===== config.mk =====
export PLATFORM = sky130hd
export DESIGN_NAME = gaq_row_store
export DESIGN_NICKNAME = d
export VERILOG_FILES = /design/src/hdl/gaq_ram.sv /design/src/hdl/gaq_row_store.sv
export SDC_FILE = /design/constraint.sdc
export NUM_CORES = 2
export LEC_CHECK = 0
export BUFFER_PORTS_ARGS = -buffer_cell sky130_fd_sc_hd__buf_2
export CORE_UTILIZATION = 57
export DETAILED_ROUTE_END_ITERATION = 7
export PLACE_DENSITY = 0.76
export SKIP_CTS_REPAIR_TIMING = 1
export SLEW_MARGIN = 20
export SYNTH_ARGS = -nofsm -noshare
export SYNTH_HDL_FRONTEND = slang
export SYNTH_SLANG_ARGS = --single-unit

===== constraint.sdc =====
create_clock -name clock -period 6.4 [get_ports clock]
set_input_delay 0.64 -clock clock [delete_from_list [all_inputs] [get_ports clock]]
set_output_delay 0.64 -clock clock [all_outputs]
set_load 0.01 [all_outputs]

===== src/hdl/gaq_ram.sv =====
// Generic single-port-write, single-port-read RAM with registered read.
`default_nettype none
module gaq_ram #(
   parameter int WIDTH = 64,
   parameter int DEPTH = 64
) (
   input  wire logic                     clock,
   input  wire logic                     wr_en,
   input  wire logic [$clog2(DEPTH)-1:0] wr_addr,
   input  wire logic [WIDTH-1:0]         wr_data,
   input  wire logic [$clog2(DEPTH)-1:0] rd_addr,
   output logic      [WIDTH-1:0]         rd_data
);

   logic [WIDTH-1:0] mem [DEPTH];

   always_ff @(posedge clock) begin
      if (wr_en) begin
         mem[wr_addr] <= wr_data;
      end
      rd_data <= mem[rd_addr];
   end

endmodule
`default_nettype wire


===== src/hdl/gaq_row_store.sv =====
// Adjacency row store: RAM plus per-row valid bits so rows read as zero until written.
`default_nettype none
module gaq_row_store #(
   parameter int MAX_VERTICES = 64
) (
   input  wire logic                            clock,
   input  wire logic                            reset,
   input  wire logic                            wr_en,
   input  wire logic [$clog2(MAX_VERTICES)-1:0] wr_addr,
   input  wire logic [MAX_VERTICES-1:0]         wr_data,
   input  wire logic [$clog2(MAX_VERTICES)-1:0] rd_addr,
   output logic      [MAX_VERTICES-1:0]         rd_row
);

   logic [MAX_VERTICES-1:0] valid_ff, valid_in;
   logic                    rd_valid_ff;
   logic [MAX_VERTICES-1:0] rd_data;

   gaq_ram #(
      .WIDTH (MAX_VERTICES),
      .DEPTH (MAX_VERTICES)
   ) u_ram (
      .clock   (clock),
      .wr_en   (wr_en),
      .wr_addr (wr_addr),
      .wr_data (wr_data),
      .rd_addr (rd_addr),
      .rd_data (rd_data)
   );

   always_comb begin
      valid_in = valid_ff;
      if (wr_en) begin
         valid_in[wr_addr] = 1'b1;
      end
   end

   always_ff @(posedge clock) begin
      if (reset) begin
         valid_ff    <= '0;
         rd_valid_ff <= 1'b0;
      end else begin
         valid_ff    <= valid_in;
         rd_valid_ff <= valid_ff[rd_addr];
      end
   end

   assign rd_row = rd_valid_ff ? rd_data : '0;

endmodule
`default_nettype wire


; Word level (Yosys, flattened, before mapping)
; Memories as Yosys holds them, arrays and structs flattened. A register that Yosys moved wholly into a read port is not among the register bits.
; Index checks and enable logic that the tools add are counted.
[totals]
mem_count = 1
ff_bits = 65
ramBits = 4096
inputBits = 79
out_inout_bits = 64
wordCells = 15
[op_classes]
bitwise_logic = 1
reduce_logical = 1
magnitude_cmp = 3
muxes = 7
[memory_table]
columns = memory, words, width, read_ports, rd_ports_with_merged_regs, wr, line_no
row1 = u_ram.mem, 64, 64, 1, 1, 1, gaq_ram.sv:15  ; logic [WIDTH-1:0] mem [DEPTH];
[ops]
columns = cell, n
row1 = $mux W64, 1
row2 = $or A64 B64 Y64, 1
row3 = $lt A6 B7 Y1 const B, 2
row4 = $bmux W1 S6, 1
row5 = $demux W1 S6, 1
row6 = $ge A6 B1 Y1 const B, 1
row7 = $mux W1, 4
row8 = $logic_and A1 B1 Y1, 1

; Logic depth before layout (Yosys ltp)
[logic_depth]
depth_word = 5
depth_mapped = 9
depth_no_buf = 5

; Cells and area by module
; Synthesis repeated with hierarchy kept, for this count alone.
[unflattened]
cells_unflattened = 6949
hier_area_um2 = 159450.4
[modules_own_cells]
columns = mod, cells_per_inst, area_each_um2, n_inst
row1 = gaq_ram, 6598, 156348.7, 1
row2 = gaq_row_store, 351, 3101.7, 1

; Worst setup path after synthesis
; Ideal clock, no wire load.
[synth_timing]
path_type = input to register
startpoint = input port wr_addr[4]
endpoint = memory u_ram.mem[48][0] (enable)
setup_ps = 567
arrival_time_ps = 5538
slack_ps = 295
path_stages = 4
path_cell_list = clkbuf_1 > and3b_1 > nand2_1 > nor3_1
[synth_lines]
columns = element, line_no
row1 = from (decl), gaq_row_store.sv:9  ; input wire logic [$clog2(MAX_VERTICES)-1:0] wr_addr,
row2 = to (decl), gaq_ram.sv:15
; No word-level cell before the write port.

; Worst setup path after layout
[layout_timing]
startpoint = input port wr_en
endpoint = memory u_ram.mem[1][57] (enable)
[layout_between]
elab_chain_len = 2
[layout_rtl]
columns = element, line_no
row1 = from (decl), gaq_row_store.sv:8  ; input wire logic wr_en,
row2 = $mux W1, gaq_ram.sv:18  ; if (wr_en) begin
row3 = $mux W1 (not written as such), gaq_ram.sv:19  ; mem[wr_addr] <= wr_data;
; Every way passes these cells.

==> metrics.md <==
| Metric | Value |
|---|---|
| Vias | `just over 80,000` |
| H-tree lvl count | `5` |
| Leak | `~56 nW` |
| Crit path launch type | `input pin` |
| Maximum clock path buffer count | `4` |
| DR DRC count | `0` |
| Initial DRC Count | `13,500` |
| Synth async-reset ratio | `0%` |
| Layout cells sized above 1 | `a little over a quarter` |
| Core Box Area | `0.277 mm²` |
| Root buf cell | `clkbuf_16` |
| RSZ-0062 raised after global routing | `no` |
| Wirelength per Cell | `38.7 µm` |
| Count leader, synth | `edfxtp_1` |
| Register area | `roughly 0.13 mm²` |
| Total Wirelength | `438,000 µm` |
| Slowest stage delay, CP | `1.05 ns` |
| First-pass GRT wire length | `610,000 µm` |
| Yosys warnings | `0` |
| Crit end category | `flip-flop` |
| Routability cong. | `0.819` |
| CTS tree | `yes` |
| Initial Utilization | `~57%` |
| CP Buf/Inv Count | `2` |
| Final hold vios | `0` |
| Synth area leader | `edfxtp_1` |
| IR drop worst, VDD | `about 0.29 mV` |
| Multi-input logic area | `0.0325 mm²` |
| Syn Std Cell Area | `between 0.15 and 0.2 mm²` |
| Final #Nets | `7,349` |
| Port buffer count | `142` |
| Vias in the first global route | `81,000` |
| Max-cap check violation count | `0` |
| Chip height | `531 µm` |
| # clock sinks | `4,225` |
| CTS Buf Count | `407` |
| Min Tclk post-route | `3.33 ns` |
| # IOs | `143` |
| CP max stage cell | `nor2_4` |
| Seq pwr share | `53.1%` |
| Dpl hpwl | `about 210,000 µm` |
| Skew-Pair Late Insertion Delay | `0.94 ns` |
| GRT Total Usage | `31.2%` |
| Drt pass-1 iters | `6` |
| Syn Area/Cell | `23.0 µm²` |
| Pwr/cell area | `322 mW/mm²` |
| Final period util | `52.0%` |
| Crit path max-delay family | `simple AND/OR/NAND/NOR gates` |
| Clock power frac | `42.5%` |
| Net Sw Power | `12.2 mW` |
| Post-DRT Antenna Nets | `0` |
| Final Max Slew Viols | `0` |
| Logic pwr share | `4.4%` |
| Worst-Margin Slew | `1.20 ns` |
| Hold crit path type | `in2reg` |
| Crit Path Class | `in2reg` |
| Avg Vias per Cell | `about 7` |
| Post-Route Skew | `~0.077 ns` |
| Crit Path Max Fanout | `21` |
| Mapped Nets | `around 7,000` |
| Max Fclk | `301 MHz` |
| Die Footprint | `0.282 mm²` |
| Post-synthesis cell type count | `36` |
| Clock slew at reported path FFs | `0.08 ns` |
| Setup TNS | `0 ns` |
| Commonest cells in the netlist | `edfxtp_1 (4,096), mux4_2 (1,024), mux2i_1 (275)` |
| Fillcell total | `16,900` |
| P&R area growth vs syn | `12.4%` |
| Final setup violation count | `0` |
| #FFs+latches synth | `4,225` |
| Die Span X | `531 µm` |
| EDFF count, synth | `4,096` |
| Ys flop type | `edfxtp_1` |
| Crit path cell chain | `buf_2 -> nor2b_1 -> nand2_1 -> nor2_4 -> buf_4` |
| Largest cells by area after synthesis | `edfxtp_1 (77%), mux4_2 (14%), mux2i_1 (1.7%), dfxtp_1 (1.6%), a221oi_1 (0.80%)` |
| Cell Rows | `193` |
| Arr. time, crit path | `3.83 ns` |
| Post-synthesis cell count | `6,939` |
| Seq/Total Area, Yosys | `78.7%` |
| Relative slew slack | `20.2%` |
| Status | `finished clean` |
| Overflow after GRT | `0` |
| Largest net degree at the start of global routing | `121` |
| Initial antenna violation count | `25` |
| Int Power | `between 40 and 50 mW` |
| Yosys top cell area share | `77.1%` |
| Net Sw Frac | `21.0%` |
| WHS | `0.264 ns` |
| Req. time, crit path | `6.90 ns` |
[path summary, 6_finish.rpt]
kind                    start           endpoint  slack [ns]  cells after the start
min               wr_data[59]   u_ram.mem[1][59]        0.26                      1
max                     wr_en   u_ram.mem[1][57]        3.07                      5
max reg2reg  u_ram.mem[3][37]  u_ram.rd_data[37]        4.02                      4
min reg2reg      valid_ff[61]       valid_ff[61]        0.47                      2
[layout make-up]
type | instances | area share [%]
flip-flops and latches | 4225 | 70.0
multi-input cells | 2313 | 18.1
clock buffers | 517 | 6.16
well taps | 3705 | 2.58
repair buffers | 323 | 1.63
clock inverters | 235 | 1.47
diodes | 11 | 0.0153
[layer usage]
layer	routed length [µm]	global-route usage [%]	vias to the layer above	share of wire [%]
li1	-	-	30300	-
met1	151000	42.9	42700	35
met2	207000	48.2	7213	47
met3	59300	7.63	1206	14
met4	20400	13.5	14	4.7
met5	87	0	-	0.020
[stage by stage]
| step | power [mW] | instance area, µm² | std cells | setup slack (ns) | utilization (%) |
|---|---|---|---|---|---|
| floorplan | 32.7 | 160000 | 6939 | 0.295 | - |
| global placement | 33.7 | 165000 | 10600 | 2.21 | 59.6 |
| detailed placement | 33.8 | 166000 | 10600 | 2.22 | 59.7 |
| CTS | 57.9 | 179000 | 11300 | 3.12 | 64.6 |
| global route | 59.0 | 179000 | 11300 | 2.97 | 64.6 |
| finish | 57.8 | 179000 | 11300 | 3.07 | 64.6 |
[cells by family (layout without fill, tap and decap cells)]
family,Yosys count,in the layout,share of synthesized area (%)
DFF,4225,4225,78.7
AOI/OAI and AO/OA,573,573,2.42
and+or+nand+nor,423,423,1.30
other,0,11,0
buffers and inverters,401,1075,1.25
muxes,1317,1317,16.3
[power groups by stage]
stage / registers (mW) / clock network (mW) / logic [mW]
3_3_place_gp: 31.3 / 0 / 2.41
6_report: 30.7 / 24.6 / 2.53
3_5_place_dp: 31.3 / 0 / 2.47
5_1_grt: 30.7 / 25.7 / 2.64
2_1_floorplan: 31.2 / 0 / 1.46
4_1_cts: 30.7 / 24.7 / 2.51
[flip-flops by register name, indices dropped and copies added (netlist names)]
name / flops
valid_ff: 64
u_ram.mem: 4096
u_ram.rd_data: 64
rd_valid_ff: 1
[placed cells by master (no fill, tap or decap), types with 14 or more instances in the layout]
cell	Yosys	final
a21oi_1	119	119
a221oi_1	145	145
a22oi_1	35	35
and2_1	70	69
buf_12	0	59
buf_2	135	123
buf_4	41	136
bufinv_16	0	47
clkbuf_1	181	73
clkbuf_16	0	414
clkbuf_8	0	30
clkinv_1	0	59
clkinv_2	0	86
clkinvlp_4	0	14
dfxtp_1	129	128
edfxtp_1	4096	4096
mux2_2	18	18
mux2i_1	275	275
mux4_2	1024	1024
nand2_1	36	34
nand2b_1	54	52
nand3_1	36	35
nand3b_1	20	20
nor2_1	186	126
nor2_4	0	61
o211ai_1	47	47
o21ai_0	111	111
o21ai_1	18	18
o221ai_1	47	47
o22ai_1	47	47
Note: power is estimated with default switching activity, not from simulation.
